**src/rtl/aulp_pkg.sv**
```systemverilog
// Shared types, constants and defaults of the ASCII unsigned list parser.
package aulp_pkg;

  localparam int TOKEN_MAX_CHARS_DEF = 31;
  localparam int MAX_NUMBERS_DEF     = 8;
  localparam int LINE_BYTES_DEF      = 256;

  localparam int QUEUE_DEPTH = 2;
  localparam int OUT_DEPTH   = 4;

  localparam int CFG_W      = 4;
  localparam int OUT_DATA_W = 48;

  localparam logic [7:0] CH_NUL   = 8'h00;
  localparam logic [7:0] CH_SPACE = 8'h20;
  localparam logic [7:0] CH_TAB   = 8'h09;
  localparam logic [7:0] CH_0     = 8'h30;
  localparam logic [7:0] CH_9     = 8'h39;
  localparam logic [7:0] CH_LA    = 8'h61;
  localparam logic [7:0] CH_LF    = 8'h66;
  localparam logic [7:0] CH_UA    = 8'h41;
  localparam logic [7:0] CH_UF    = 8'h46;
  localparam logic [7:0] CH_LX    = 8'h78;
  localparam logic [7:0] CH_UX    = 8'h58;

  localparam logic KIND_VALUE  = 1'b0;
  localparam logic KIND_STATUS = 1'b1;

  typedef enum logic [2:0] {
    PH_LEAD,
    PH_TOKEN,
    PH_TOKEN_BAD,
    PH_TAIL,
    PH_REST,
    PH_FAILED
  } phase_t;

  typedef enum logic [1:0] {
    ST_OK,
    ST_TOO_FEW,
    ST_TOO_LONG,
    ST_BAD
  } status_t;

  // Classified input byte.
  typedef struct packed {
    logic       is_zero;
    logic       is_ws;
    logic       is_x;
    logic       is_dec;
    logic       is_hexl;
    logic [3:0] digit;
  } cls_t;

  typedef struct packed {
    logic        kind;
    logic [31:0] value;
    logic [2:0]  index;
    status_t     status;
    logic [7:0]  offset;
    logic        empty;
    logic        last;
  } res_t;

  // Up to two results from one byte; r1 is only used when v1 is set.
  typedef struct packed {
    logic v0;
    logic v1;
    res_t r0;
    res_t r1;
  } push_t;

endpackage

```
**src/rtl/aulp_front.sv**
```systemverilog
// Front part: accepts text bytes, classifies them and queues the classes.
module aulp_front (
  input  logic                clk,
  input  logic                rst_n,
  input  logic                in_tvalid,
  output logic                in_tready,
  input  logic [7:0]          in_tdata,   // [7:0] char_code
  output logic                q_valid,
  output aulp_pkg::cls_t      q_cls,
  input  logic                q_pop
);

  localparam int QW = (aulp_pkg::QUEUE_DEPTH > 1) ? $clog2(aulp_pkg::QUEUE_DEPTH) : 1;
  localparam int CW = $clog2(aulp_pkg::QUEUE_DEPTH + 1);

  aulp_pkg::cls_t cls;
  aulp_pkg::cls_t mem_r [aulp_pkg::QUEUE_DEPTH];
  logic [QW-1:0]  wr_ptr_r, wr_ptr_nxt;
  logic [QW-1:0]  rd_ptr_r, rd_ptr_nxt;
  logic [CW-1:0]  count_r, count_nxt;
  logic           push;
  logic           pop;

  always_comb begin
    cls         = '0;
    cls.is_zero = (in_tdata == aulp_pkg::CH_NUL);
    cls.is_ws   = (in_tdata == aulp_pkg::CH_SPACE) || (in_tdata == aulp_pkg::CH_TAB);
    cls.is_x    = (in_tdata == aulp_pkg::CH_LX) || (in_tdata == aulp_pkg::CH_UX);
    if (in_tdata >= aulp_pkg::CH_0 && in_tdata <= aulp_pkg::CH_9) begin
      cls.is_dec = 1'b1;
      cls.digit  = 4'(in_tdata - aulp_pkg::CH_0);
    end else if (in_tdata >= aulp_pkg::CH_LA && in_tdata <= aulp_pkg::CH_LF) begin
      cls.is_hexl = 1'b1;
      cls.digit   = 4'(in_tdata - aulp_pkg::CH_LA) + 4'd10;
    end else if (in_tdata >= aulp_pkg::CH_UA && in_tdata <= aulp_pkg::CH_UF) begin
      cls.is_hexl = 1'b1;
      cls.digit   = 4'(in_tdata - aulp_pkg::CH_UA) + 4'd10;
    end
  end

  assign in_tready = (count_r < CW'(aulp_pkg::QUEUE_DEPTH));
  assign push      = in_tvalid && in_tready;
  assign q_valid   = (count_r != '0);
  assign pop       = q_pop && q_valid;
  assign q_cls     = mem_r[rd_ptr_r];

  always_comb begin
    wr_ptr_nxt = wr_ptr_r;
    rd_ptr_nxt = rd_ptr_r;
    count_nxt  = count_r;
    if (push) begin
      wr_ptr_nxt = (wr_ptr_r == QW'(aulp_pkg::QUEUE_DEPTH - 1)) ? '0 : wr_ptr_r + 1'b1;
    end
    if (pop) begin
      rd_ptr_nxt = (rd_ptr_r == QW'(aulp_pkg::QUEUE_DEPTH - 1)) ? '0 : rd_ptr_r + 1'b1;
    end
    if (push && !pop) begin
      count_nxt = count_r + 1'b1;
    end else if (pop && !push) begin
      count_nxt = count_r - 1'b1;
    end
  end

  always_ff @(posedge clk) begin
    if (!rst_n) begin
      wr_ptr_r <= '0;
      rd_ptr_r <= '0;
      count_r  <= '0;
    end else begin
      wr_ptr_r <= wr_ptr_nxt;
      rd_ptr_r <= rd_ptr_nxt;
      count_r  <= count_nxt;
    end
  end

  always_ff @(posedge clk) begin
    if (push) begin
      mem_r[wr_ptr_r] <= cls;
    end
  end

endmodule

```
**src/rtl/aulp_back.sv**
```systemverilog
// Back part: parser state machine that turns byte classes into results.
module aulp_back #(
  parameter int TOKEN_MAX_CHARS = aulp_pkg::TOKEN_MAX_CHARS_DEF,
  parameter int MAX_NUMBERS     = aulp_pkg::MAX_NUMBERS_DEF,
  parameter int LINE_BYTES      = aulp_pkg::LINE_BYTES_DEF
) (
  input  logic                     clk,
  input  logic                     rst_n,
  input  logic [aulp_pkg::CFG_W-1:0] value_count,
  input  logic                     q_valid,
  input  aulp_pkg::cls_t           q_cls,
  output logic                     q_pop,
  input  logic                     out_room,
  output aulp_pkg::push_t          push
);

  localparam int LW = $clog2(TOKEN_MAX_CHARS + 1);
  localparam int NW = $clog2(MAX_NUMBERS + 1);
  localparam int PW = $clog2(LINE_BYTES);

  aulp_pkg::phase_t  phase_r, phase_nxt;
  logic [31:0]       acc_r, acc_nxt;
  logic              hex_r, hex_nxt;
  logic [LW-1:0]     dc_r, dc_nxt;
  logic [LW-1:0]     len_r, len_nxt;
  logic [NW-1:0]     nd_r, nd_nxt;
  logic [PW-1:0]     pos_r, pos_nxt;
  logic [PW-1:0]     saved_r, saved_nxt;
  aulp_pkg::status_t err_r, err_nxt;

  logic              step;
  logic              enter;
  aulp_pkg::phase_t  eff_phase;
  logic [31:0]       eff_acc;
  logic              eff_hex;
  logic [LW-1:0]     eff_dc;
  logic [LW-1:0]     eff_len;
  logic [LW-1:0]     len_inc;
  logic [aulp_pkg::CFG_W-1:0] cnt;
  logic              last_num;
  logic              in_token;
  logic              tok_end;
  logic              tok_ok;
  logic              is_digit;
  logic [31:0]       acc_mul;

  assign step  = q_valid && out_room;
  assign q_pop = step;

  always_comb begin
    if (value_count == '0) begin
      cnt = aulp_pkg::CFG_W'(1);
    end else if (value_count > aulp_pkg::CFG_W'(MAX_NUMBERS)) begin
      cnt = aulp_pkg::CFG_W'(MAX_NUMBERS);
    end else begin
      cnt = value_count;
    end
  end

  // A non-blank byte in the lead phase opens a token with fresh token state.
  always_comb begin
    enter     = (phase_r == aulp_pkg::PH_LEAD) && !q_cls.is_zero && !q_cls.is_ws;
    eff_phase = enter ? aulp_pkg::PH_TOKEN : phase_r;
    eff_acc   = enter ? '0 : acc_r;
    eff_hex   = enter ? 1'b0 : hex_r;
    eff_dc    = enter ? '0 : dc_r;
    eff_len   = enter ? '0 : len_r;
    len_inc   = eff_len + 1'b1;
    in_token  = (eff_phase == aulp_pkg::PH_TOKEN) || (eff_phase == aulp_pkg::PH_TOKEN_BAD);
    tok_end   = in_token && (q_cls.is_zero || q_cls.is_ws);
    tok_ok    = tok_end && (eff_phase != aulp_pkg::PH_TOKEN_BAD) && (eff_dc != '0);
    last_num  = (aulp_pkg::CFG_W'(nd_r) + aulp_pkg::CFG_W'(1)) >= cnt;
    is_digit  = q_cls.is_dec || (eff_hex && q_cls.is_hexl);
    if (eff_hex) begin
      acc_mul = {eff_acc[27:0], 4'b0000} + 32'(q_cls.digit);
    end else begin
      acc_mul = {eff_acc[28:0], 3'b000} + {eff_acc[30:0], 1'b0} + 32'(q_cls.digit);
    end
  end

  // Next state.
  always_comb begin
    phase_nxt = phase_r;
    acc_nxt   = acc_r;
    hex_nxt   = hex_r;
    dc_nxt    = dc_r;
    len_nxt   = len_r;
    nd_nxt    = nd_r;
    pos_nxt   = pos_r;
    saved_nxt = saved_r;
    err_nxt   = err_r;
    if (step) begin
      phase_nxt = eff_phase;
      acc_nxt   = eff_acc;
      hex_nxt   = eff_hex;
      dc_nxt    = eff_dc;
      len_nxt   = eff_len;
      case (eff_phase)
        aulp_pkg::PH_TOKEN, aulp_pkg::PH_TOKEN_BAD: begin
          if (tok_end) begin
            if (!tok_ok) begin
              err_nxt   = aulp_pkg::ST_BAD;
              phase_nxt = aulp_pkg::PH_FAILED;
            end else if (last_num) begin
              phase_nxt = aulp_pkg::PH_TAIL;
            end else begin
              nd_nxt    = nd_r + 1'b1;
              phase_nxt = aulp_pkg::PH_LEAD;
            end
          end else if (eff_len >= LW'(TOKEN_MAX_CHARS)) begin
            err_nxt   = aulp_pkg::ST_TOO_LONG;
            phase_nxt = aulp_pkg::PH_FAILED;
          end else begin
            len_nxt = len_inc;
            if (eff_phase == aulp_pkg::PH_TOKEN) begin
              // A 0x or 0X prefix switches the token to hexadecimal.
              if (q_cls.is_x && len_inc == LW'(2) && !eff_hex &&
                  eff_dc == LW'(1) && eff_acc == '0) begin
                hex_nxt = 1'b1;
                dc_nxt  = '0;
              end else if (is_digit) begin
                acc_nxt = acc_mul;
                dc_nxt  = eff_dc + 1'b1;
              end else begin
                phase_nxt = aulp_pkg::PH_TOKEN_BAD;
              end
            end
          end
        end
        aulp_pkg::PH_TAIL: begin
          if (!q_cls.is_zero && !q_cls.is_ws) begin
            saved_nxt = pos_r;
            phase_nxt = aulp_pkg::PH_REST;
          end
        end
        aulp_pkg::PH_LEAD, aulp_pkg::PH_REST, aulp_pkg::PH_FAILED: begin
        end
        default: begin
          phase_nxt = aulp_pkg::PH_LEAD;
        end
      endcase
      if (q_cls.is_zero) begin
        phase_nxt = aulp_pkg::PH_LEAD;
        acc_nxt   = '0;
        hex_nxt   = 1'b0;
        dc_nxt    = '0;
        len_nxt   = '0;
        nd_nxt    = '0;
        pos_nxt   = '0;
        saved_nxt = '0;
        err_nxt   = aulp_pkg::ST_OK;
      end else if (pos_r < PW'(LINE_BYTES - 1)) begin
        pos_nxt = pos_r + 1'b1;
      end
    end
  end

  // Outputs.
  aulp_pkg::res_t    val_res;
  aulp_pkg::res_t    st_res;
  aulp_pkg::phase_t  fin_phase;
  aulp_pkg::status_t fin_err;

  always_comb begin
    val_res       = '0;
    val_res.kind  = aulp_pkg::KIND_VALUE;
    val_res.value = eff_acc;
    val_res.index = 3'(nd_r);

    fin_err = err_r;
    if (tok_end) begin
      if (!tok_ok) begin
        fin_phase = aulp_pkg::PH_FAILED;
        fin_err   = aulp_pkg::ST_BAD;
      end else begin
        fin_phase = last_num ? aulp_pkg::PH_TAIL : aulp_pkg::PH_LEAD;
      end
    end else begin
      fin_phase = eff_phase;
    end

    st_res      = '0;
    st_res.kind = aulp_pkg::KIND_STATUS;
    st_res.last = 1'b1;
    case (fin_phase)
      aulp_pkg::PH_FAILED: begin
        st_res.status = fin_err;
      end
      aulp_pkg::PH_TAIL: begin
        st_res.status = aulp_pkg::ST_OK;
        st_res.offset = 8'(pos_r);
        st_res.empty  = 1'b1;
      end
      aulp_pkg::PH_REST: begin
        st_res.status = aulp_pkg::ST_OK;
        st_res.offset = 8'(saved_r);
      end
      default: begin
        st_res.status = aulp_pkg::ST_TOO_FEW;
      end
    endcase

    push    = '0;
    push.v0 = step && (tok_ok || q_cls.is_zero);
    push.v1 = step && tok_ok && q_cls.is_zero;
    push.r0 = tok_ok ? val_res : st_res;
    push.r1 = st_res;
  end

  always_ff @(posedge clk) begin
    if (!rst_n) begin
      phase_r <= aulp_pkg::PH_LEAD;
      acc_r   <= '0;
      hex_r   <= 1'b0;
      dc_r    <= '0;
      len_r   <= '0;
      nd_r    <= '0;
      pos_r   <= '0;
      saved_r <= '0;
      err_r   <= aulp_pkg::ST_OK;
    end else begin
      phase_r <= phase_nxt;
      acc_r   <= acc_nxt;
      hex_r   <= hex_nxt;
      dc_r    <= dc_nxt;
      len_r   <= len_nxt;
      nd_r    <= nd_nxt;
      pos_r   <= pos_nxt;
      saved_r <= saved_nxt;
      err_r   <= err_nxt;
    end
  end

endmodule

```
**src/rtl/aulp_out.sv**
```systemverilog
// Result buffer: takes up to two results a cycle and drives the result stream.
module aulp_out (
  input  logic                             clk,
  input  logic                             rst_n,
  input  aulp_pkg::push_t                  push,
  output logic                             out_room,
  output logic                             out_tvalid,
  input  logic                             out_tready,
  // [31:0] number_value, [34:32] number_index, [36:35] parse_status,
  // [44:37] rest_offset, [45] rest_empty, [47:46] zero
  output logic [aulp_pkg::OUT_DATA_W-1:0]  out_tdata,
  output logic                             out_tlast,  // is_last
  output logic                             out_tuser   // [0] result_kind
);

  localparam int PTW = $clog2(aulp_pkg::OUT_DEPTH);
  localparam int CW  = $clog2(aulp_pkg::OUT_DEPTH + 1);

  aulp_pkg::res_t mem_r [aulp_pkg::OUT_DEPTH];
  logic [PTW-1:0] wr_ptr_r, wr_ptr_nxt;
  logic [PTW-1:0] rd_ptr_r, rd_ptr_nxt;
  logic [CW-1:0]  count_r, count_nxt;
  logic [PTW-1:0] wr_ptr_p1;
  logic           pop;
  logic [1:0]     n_push;
  aulp_pkg::res_t head;

  // Room is kept for the two results that one byte can cause.
  assign out_room   = (count_r <= CW'(aulp_pkg::OUT_DEPTH - 2));
  assign out_tvalid = (count_r != '0);
  assign pop        = out_tvalid && out_tready;
  assign wr_ptr_p1  = wr_ptr_r + 1'b1;
  assign n_push     = {1'b0, push.v0} + {1'b0, push.v1};
  assign head       = mem_r[rd_ptr_r];

  assign out_tdata = {2'b00, head.empty, head.offset, head.status, head.index, head.value};
  assign out_tlast = head.last;
  assign out_tuser = head.kind;

  always_comb begin
    wr_ptr_nxt = wr_ptr_r + PTW'(n_push);
    rd_ptr_nxt = pop ? rd_ptr_r + 1'b1 : rd_ptr_r;
    count_nxt  = count_r + CW'(n_push) - CW'(pop);
  end

  always_ff @(posedge clk) begin
    if (!rst_n) begin
      wr_ptr_r <= '0;
      rd_ptr_r <= '0;
      count_r  <= '0;
    end else begin
      wr_ptr_r <= wr_ptr_nxt;
      rd_ptr_r <= rd_ptr_nxt;
      count_r  <= count_nxt;
    end
  end

  always_ff @(posedge clk) begin
    if (push.v0) begin
      mem_r[wr_ptr_r] <= push.r0;
    end
    if (push.v1) begin
      mem_r[wr_ptr_p1] <= push.r1;
    end
  end

endmodule

```
**src/rtl/ascii_unsigned_list_parser_top.sv**
```systemverilog
// A byte's results pass through the registered byte queue and result buffer in turn.
// Throughput: one byte per cycle while the result buffer has room; a byte ending
// both a token and the string gives two results, which leave the 4-entry result
// buffer one per cycle while out_tready is high. The 2-entry byte queue and the
// 4-entry result buffer decouple input and output stalls. Reset (synchronous, rst_n
// low) empties both queues, clears the parser and sets value_count to 1.
module ascii_unsigned_list_parser_top #(
  parameter int TOKEN_MAX_CHARS = aulp_pkg::TOKEN_MAX_CHARS_DEF,
  parameter int MAX_NUMBERS     = aulp_pkg::MAX_NUMBERS_DEF,
  parameter int LINE_BYTES      = aulp_pkg::LINE_BYTES_DEF
) (
  input  logic                            clk,
  input  logic                            rst_n,
  input  logic                            in_tvalid,
  output logic                            in_tready,
  input  logic [7:0]                      in_tdata,   // [7:0] char_code
  output logic                            out_tvalid,
  input  logic                            out_tready,
  // [31:0] number_value, [34:32] number_index, [36:35] parse_status,
  // [44:37] rest_offset, [45] rest_empty, [47:46] zero
  output logic [aulp_pkg::OUT_DATA_W-1:0] out_tdata,
  output logic                            out_tlast,  // is_last
  output logic                            out_tuser,  // [0] result_kind
  input  logic                            cfg_valid,
  output logic                            cfg_ready,
  input  logic [aulp_pkg::CFG_W-1:0]      cfg_data    // value_count
);

  logic [aulp_pkg::CFG_W-1:0] value_count_r, value_count_nxt;
  logic                       q_valid;
  aulp_pkg::cls_t             q_cls;
  logic                       q_pop;
  logic                       out_room;
  aulp_pkg::push_t            push;

  assign cfg_ready       = 1'b1;
  assign value_count_nxt = (cfg_valid && cfg_ready) ? cfg_data : value_count_r;

  always_ff @(posedge clk) begin
    if (!rst_n) begin
      value_count_r <= aulp_pkg::CFG_W'(1);
    end else begin
      value_count_r <= value_count_nxt;
    end
  end

  aulp_front u_front (
    .clk       (clk),
    .rst_n     (rst_n),
    .in_tvalid (in_tvalid),
    .in_tready (in_tready),
    .in_tdata  (in_tdata),
    .q_valid   (q_valid),
    .q_cls     (q_cls),
    .q_pop     (q_pop)
  );

  aulp_back #(
    .TOKEN_MAX_CHARS (TOKEN_MAX_CHARS),
    .MAX_NUMBERS     (MAX_NUMBERS),
    .LINE_BYTES      (LINE_BYTES)
  ) u_back (
    .clk         (clk),
    .rst_n       (rst_n),
    .value_count (value_count_r),
    .q_valid     (q_valid),
    .q_cls       (q_cls),
    .q_pop       (q_pop),
    .out_room    (out_room),
    .push        (push)
  );

  aulp_out u_out (
    .clk        (clk),
    .rst_n      (rst_n),
    .push       (push),
    .out_room   (out_room),
    .out_tvalid (out_tvalid),
    .out_tready (out_tready),
    .out_tdata  (out_tdata),
    .out_tlast  (out_tlast),
    .out_tuser  (out_tuser)
  );

endmodule
```
**config.mk**
```make
export PLATFORM = sky130hd
export DESIGN_NAME = ascii_unsigned_list_parser_top
export DESIGN_NICKNAME = d
export VERILOG_FILES = /design/src/rtl/aulp_pkg.sv /design/src/rtl/aulp_front.sv /design/src/rtl/aulp_back.sv /design/src/rtl/aulp_out.sv /design/src/rtl/ascii_unsigned_list_parser_top.sv
export SDC_FILE = /design/constraint.sdc
export NUM_CORES = 1
export LEC_CHECK = 0
export BUFFER_PORTS_ARGS = -buffer_cell sky130_fd_sc_hd__buf_2
export CAP_MARGIN = 40
export CORE_MARGIN = 4
export CORE_UTILIZATION = 57
export DETAILED_ROUTE_END_ITERATION = 7
export GPL_TIMING_DRIVEN = 0
export PLACE_DENSITY = 0.77
export SLEW_MARGIN = 40
export SYNTH_ARGS = -nofsm -noshare
export SYNTH_HDL_FRONTEND = slang
export SYNTH_HIERARCHICAL = 1
export SYNTH_SLANG_ARGS = --single-unit
```
**constraint.sdc**
```tcl
create_clock -name clk -period 7 [get_ports clk]
set_input_delay 1.75 -clock clk [delete_from_list [all_inputs] [get_ports clk]]
set_output_delay 1.75 -clock clk [all_outputs]
set_load 0.01 [all_outputs]
```
# Yosys cells after proc, flatten, opt, wreduce, memory -nomap -nowiden
# Memory sizes are Yosys's and may differ from the RTL's. A register that Yosys moved wholly into a read port is not among the register bits.
# Index checks and enable logic that the tools add are counted.
classes:
  addsub: 22
  magnitude_cmp: 12
  n_eq_ne: 16
  muxes: 82
  n_reduce_logical: 57
ops:
  columns: ["operator", "count"]
  rows:
  - ["$mux W32", 9]
  - ["$mux W5", 15]
  - ["$add A32 B4 Y32", 2]
  - ["$mux W48", 1]
  - ["$mux W8", 5]
  - ["$add A32 B32 Y32", 1]
  - ["$logic_not A32 Y1", 1]
  - ["$mux W4", 8]
  - ["$mux W3", 10]
  - ["$logic_and A1 B1 Y1", 23]
  - ["$mux W2", 11]
  - ["$mux W1", 20]
  - ["$eq A8 B7 Y1 const B", 2]
  - ["$ge A8 B7 Y1 const B", 2]
  - ["$le A8 B7 Y1 const B", 2]
  - ["$pmux W8 S2", 1]
  - ["$reduce_bool A2 Y1", 8]
  - ["$eq A3 B3 Y1 const B", 4]
  - ["$sub A4 B1 Y4 const B", 3]
  - ["$add A5 B1 Y5 const B", 2]
  - ["$eq A3 B2 Y1 const B", 3]
  - ["$pmux W3 S3", 1]
  - ["$add A4 B4 Y4 const B", 2]
  - ["$add A8 B1 Y8 const B", 1]
  - ["36 further kinds", 52]
word_totals:
  regBits: 83
  ramBits: 210
  inputBits: 17
  output_inout_bits: 53
  wordCells: 207
  mem_count: 2
mem_list:
  columns: ["memory", "words", "width", "read_ports", "rd_ports_with_merged_regs", "write_ports", "line", "rtl"]
  rows:
  - ["u_out.mem_r", 4, 48, 1, 1, 2, "aulp_out.sv:19", "aulp_pkg::res_t mem_r [aulp_pkg::OUT_DEPTH];"]
  - ["u_front.mem_r", 2, 9, 1, 1, 1, "aulp_front.sv:17", "aulp_pkg::cls_t mem_r [aulp_pkg::QUEUE_DEPTH];"]

# Depth between registers and ports, before layout
depth:
  depth_word: 16
  ltp_mapped: 21
  depth_no_buf: 17

# By module
# The synthesis kept the hierarchy.
by_module_without_submodules:
  columns: ["module", "instances", "cells_per_inst", "area_each_um2", "seq_area_each_um2"]
  rows:
  - ["aulp_out", 1, 515, 9836.9, 5945.7]
  - ["aulp_back", 1, 902, 6800.3, 1361.3]
  - ["aulp_front", 1, 83, 1123.6, 640.6]
  - ["ascii_unsigned_list_parser_top", 1, 15, 158.9, 80.1]

# Worst setup path before layout
# Ideal clock, no wire load.
synth_timing:
  path_kind: "register to register"
  start: "register with a tool-made name"
  end: "memory u_out/mem_r[0][0] in the netlist's numbering, enable pin"
  setup_time_ns: 0.520
  arrival_time_ns: 6.053
  required_ns: 6.480
  setup_slack_ns: 0.427
  stages_incl_launch_ff: 16
  n_path_buf: 4
  period_less_slack_ns: 6.573
  cell_sequence: "dfxtp_1 > clkbuf_1 > mux2_1 > nor4_1 > nand2_1 > clkbuf_1 > nand2_1 > ha_1 > nand2_1 > and3_1 > clkbuf_1 > clkbuf_1 > nor2_1 > nor2_1 > nand2b_1 > o21ai_0"
synth_lines:
  columns: ["item", "line"]
  rows:
  - ["to (decl)", "aulp_out.sv:19"]

==> metrics.md <==
| Metric | Value |
|---|---|
| Run status | complete, no violations |
| Num Clock Sinks | 296 |
| Root Driver | clkbuf_16 |
| RSZ-0062 raised after global routing | false |
| Clock period minus worst slack | 6.29 ns |
| CP max FO | 10 |
| Post-CTS sizing | 0 |
| Longest Clk Path Bufs | 3 |
| Yosys cell types | 87 |
| Area leader, netlist | edfxtp_1 |
| FILL cells | 2282 |
| CTS buffer count | 30 |
| Async SR Flop Fraction | 0% |
| Post-Syn Area | 17900 µm² |
| Vias | 12.7k |
| IO Port Bufs | 65 |
| VDD IR max | 0.169 mV |
| GRT overflow | 0 |
| Core area | 30800 µm² |
| Chip Height | 185 µm |
| Detailed Routing Iterations Pass 1 | 6 |
| Initial core utilization | 58.1% |
| Largest net degree at the start of global routing | 25 |
| Slew at the pin closest to its max-slew limit | 0.863 ns |
| IO Count | 70 |
| Non-filler instance count after layout | 2080 |
| H-Tree Depth | 1 |
| Class of the worst hold path | reg -> reg |
| Tot GR Track Use | 25.6% |
| Die ar. | 34300 µm² |
| Number of diodes | 0 |
| Vias/cell | 6.13 |
| DR DRC count | 0 |
| PnR worst setup slack | 0.712 ns |
| Final core occ | 65.5% |
| Avg WL per Cell | 21.3 µm |
| # nets final | 1759 |
| Post-route setup TNS | 0 ns |
| Cell family with most CP delay | buffers and inverters |
| CP arrival | 6.77 ns |
| Worst Setup Start Kind | flip-flop |
| Number of synthesized flops with an enable pin | 210 |
| CTS Hold Bufs | 0 |
| Hold wc startpoint | u_back/dc_r[0]$_SDFFE_PN0P_ |
| Synthesis-stage register bit count | 296 |
| FMAX | 159 MHz |
| Crit path kind | reg -> reg |
| CP bufs+invs | 7 |
| Commonest non-fill, non-tap cell in the layout | edfxtp_1 |
| CP max stage delay | 0.48 ns |
| Pre-CTS setup slack | 0.745 ns |
| Worst slew margin | 41.9% |
| Clock Latency Late Sink | 0.55 ns |
| Final Setup Violations | 0 |
| Post-CTS Setup Repair Bufs | 0 |
| Vias in the first global route | 12.7k |
| Final wirelength | 44300 µm |
| Initial DRC Count | 1205 |
| Area Growth Syn to Fin | 12.8% |
| CTS tree | done |
| Post-Syn Instances | 1515 |
| Antenna violations before repair | 0 |
| Setup crit end kind | flip-flop |
| Max_cap viols | 0 |
| Final Skew | 0.0116 ns |
| Pwr per Cell Area | 256 nW/µm² |
| Gp weighted congestion | 0.945 |
| Top cell type's share of synthesized area | 35.2% |
| Die W | 185 µm |
| Final Hold Viols | 0 |
| Worst-path clk slew | 0.06 ns |
| Most used DFF post-synth | edfxtp_1 |
| Slew Limit Fails | 0 |
| Hold slack | 0.463 ns |
| Critical path, cell by cell | clkbuf_1 > mux2_1 > nor4_1 > nand2_1 > clkbuf_1 > nand2_1 > ha_1 > nand2_1 > and3_1 > clkbuf_1 > inv_1 > clkbuf_1 > nor2_1 > ha_1 > inv_1 > ha_1 > inv_1 > ha_1 > fa_1 > xnor3_1 > nor2b_1 |
| Share of cells above drive strength 1 | 26.0% |
| Final ANT Viol Nets | 0 |
| Most frequent cells in the layout | 210 x edfxtp_1, 135 x mux2_2, 99 x nand2_1 |
| Sequential area share after synthesis | 44.8% |
| Final period util | 89.8% |
| Slowest-stage cell, CP | clkbuf_1 |
| Rows | 64 |
| Top cells by area, synth | edfxtp_1 35%, dfxtp_1 9.6%, mux2_2 8.5% |
| Synth Area per Inst | 11.8 µm² |
| Critical path required time | 7.48 ns |
| Pleak | 8.26 nW |
| Warnings, synthesis | 6 |
| HPWL Detailed | 31900 µm |
| First-pass GRT wire length | 69800 µm |
| Placed cells | 2024 |
[power breakdown]
part	switching [mW]	leakage (nW)	total [mW]	internal (mW)
clock	0.660	0.505	1.70	1.04
combinational	0.836	5.09	1.40	0.563
sequential	0.0678	2.67	2.08	2.01
[cell type report]
| cell class | count | area (µm²) | share of cell area [%] |
|---|---|---|---|
| buffer | 123 | 732 | 3.62 |
| clock inverter | 14 | 220 | 1.09 |
| tap | 396 | 495 | 2.45 |
| inverter | 39 | 146 | 0.725 |
| sequential | 296 | 8030 | 39.7 |
| clock buffer | 42 | 827 | 4.09 |
| timing repair buffer | 77 | 568 | 2.81 |
| multi-input combinational | 1093 | 9190 | 45.5 |
[through the flow]
step	area, µm²	total power, mW
after floorplan	18100	3.04
after global placement	18900	3.46
after detailed placement	19200	3.50
after CTS	20200	5.19
after global routing	20200	5.40
final	20200	5.18
[cell usage after synthesis, types with 8 or more instances]
cell and count:
a21boi_0 8, a21o_1 20, a21oi_1 75, a22o_1 33, a31oi_1 11, and2_1 69
and3_1 15, buf_2 20, buf_4 49, buf_6 8, clkbuf_1 41, dfxtp_1 86
edfxtp_1 210, ha_1 80, inv_1 38, mux2_1 39, mux2_2 135, mux2_4 28
mux2i_1 14, mux4_2 48, nand2_1 99, nand2b_1 10, nand3_1 13, nand4_1 11
nor2_1 77, nor2b_1 23, nor3_1 13, nor4_1 12, o211ai_1 13, o21ai_0 47
xnor2_1 23, xor2_1 19
[worst register-to-register path: cells and delay by family (launching register included)]
family        cells  cell delay [ns]
flops             1             0.30
fa+ha+maj         5             1.47
simple gates      7             1.65
xor+xnor          1             0.33
mux               1             0.46
buf+inv           7             2.01
[sequential cells by signal, summed over array words and instances (netlist names), 3 cells and up, named ones only]
register        flops
u_out/mem_r       192
value_count_r       4
u_back/phase_r      3
u_back/nd_r         4
u_back/len_r        5
u_back/pos_r        8
u_back/dc_r         5
u_back/acc_r       32
u_out/count_r       3
u_back/saved_r      8
u_front/mem_r      18
[layer usage]
| metal | track usage (%) | share of wire [%] |
|---|---|---|
| met1 | 34.8 | 43 |
| met2 | 43.5 | 48 |
| met3 | 3.44 | 6.1 |
| met4 | 6.61 | 2.5 |
| met5 | 0 | 0 |
[cells by family (layout without fill, tap and decap cells)]
logic type      after synthesis  after routing  share of synthesized area (%)
buf+inv                     162            295                           4.90
other cells                   4             40                         0.0838
compound gates              283            283                           10.9
fa+ha+maj                    82             82                           5.81
flops                       296            296                           44.8
simple gates                380            380                           11.1
mux                         264            264                           20.1
xor+xnor                     44             44                           2.30
[final timing paths]
path	to	slack, ns	depth (start not counted)
max	u_out/count_r[2]$_SDFF_PN0_	0.71	21
min	u_back/dc_r[0]$_SDFFE_PN0P_	0.46	2
max reg2reg	u_out/count_r[2]$_SDFF_PN0_	0.71	21
min reg2reg	u_back/dc_r[0]$_SDFFE_PN0P_	0.46	2
(Power assumes the default switching activity.)
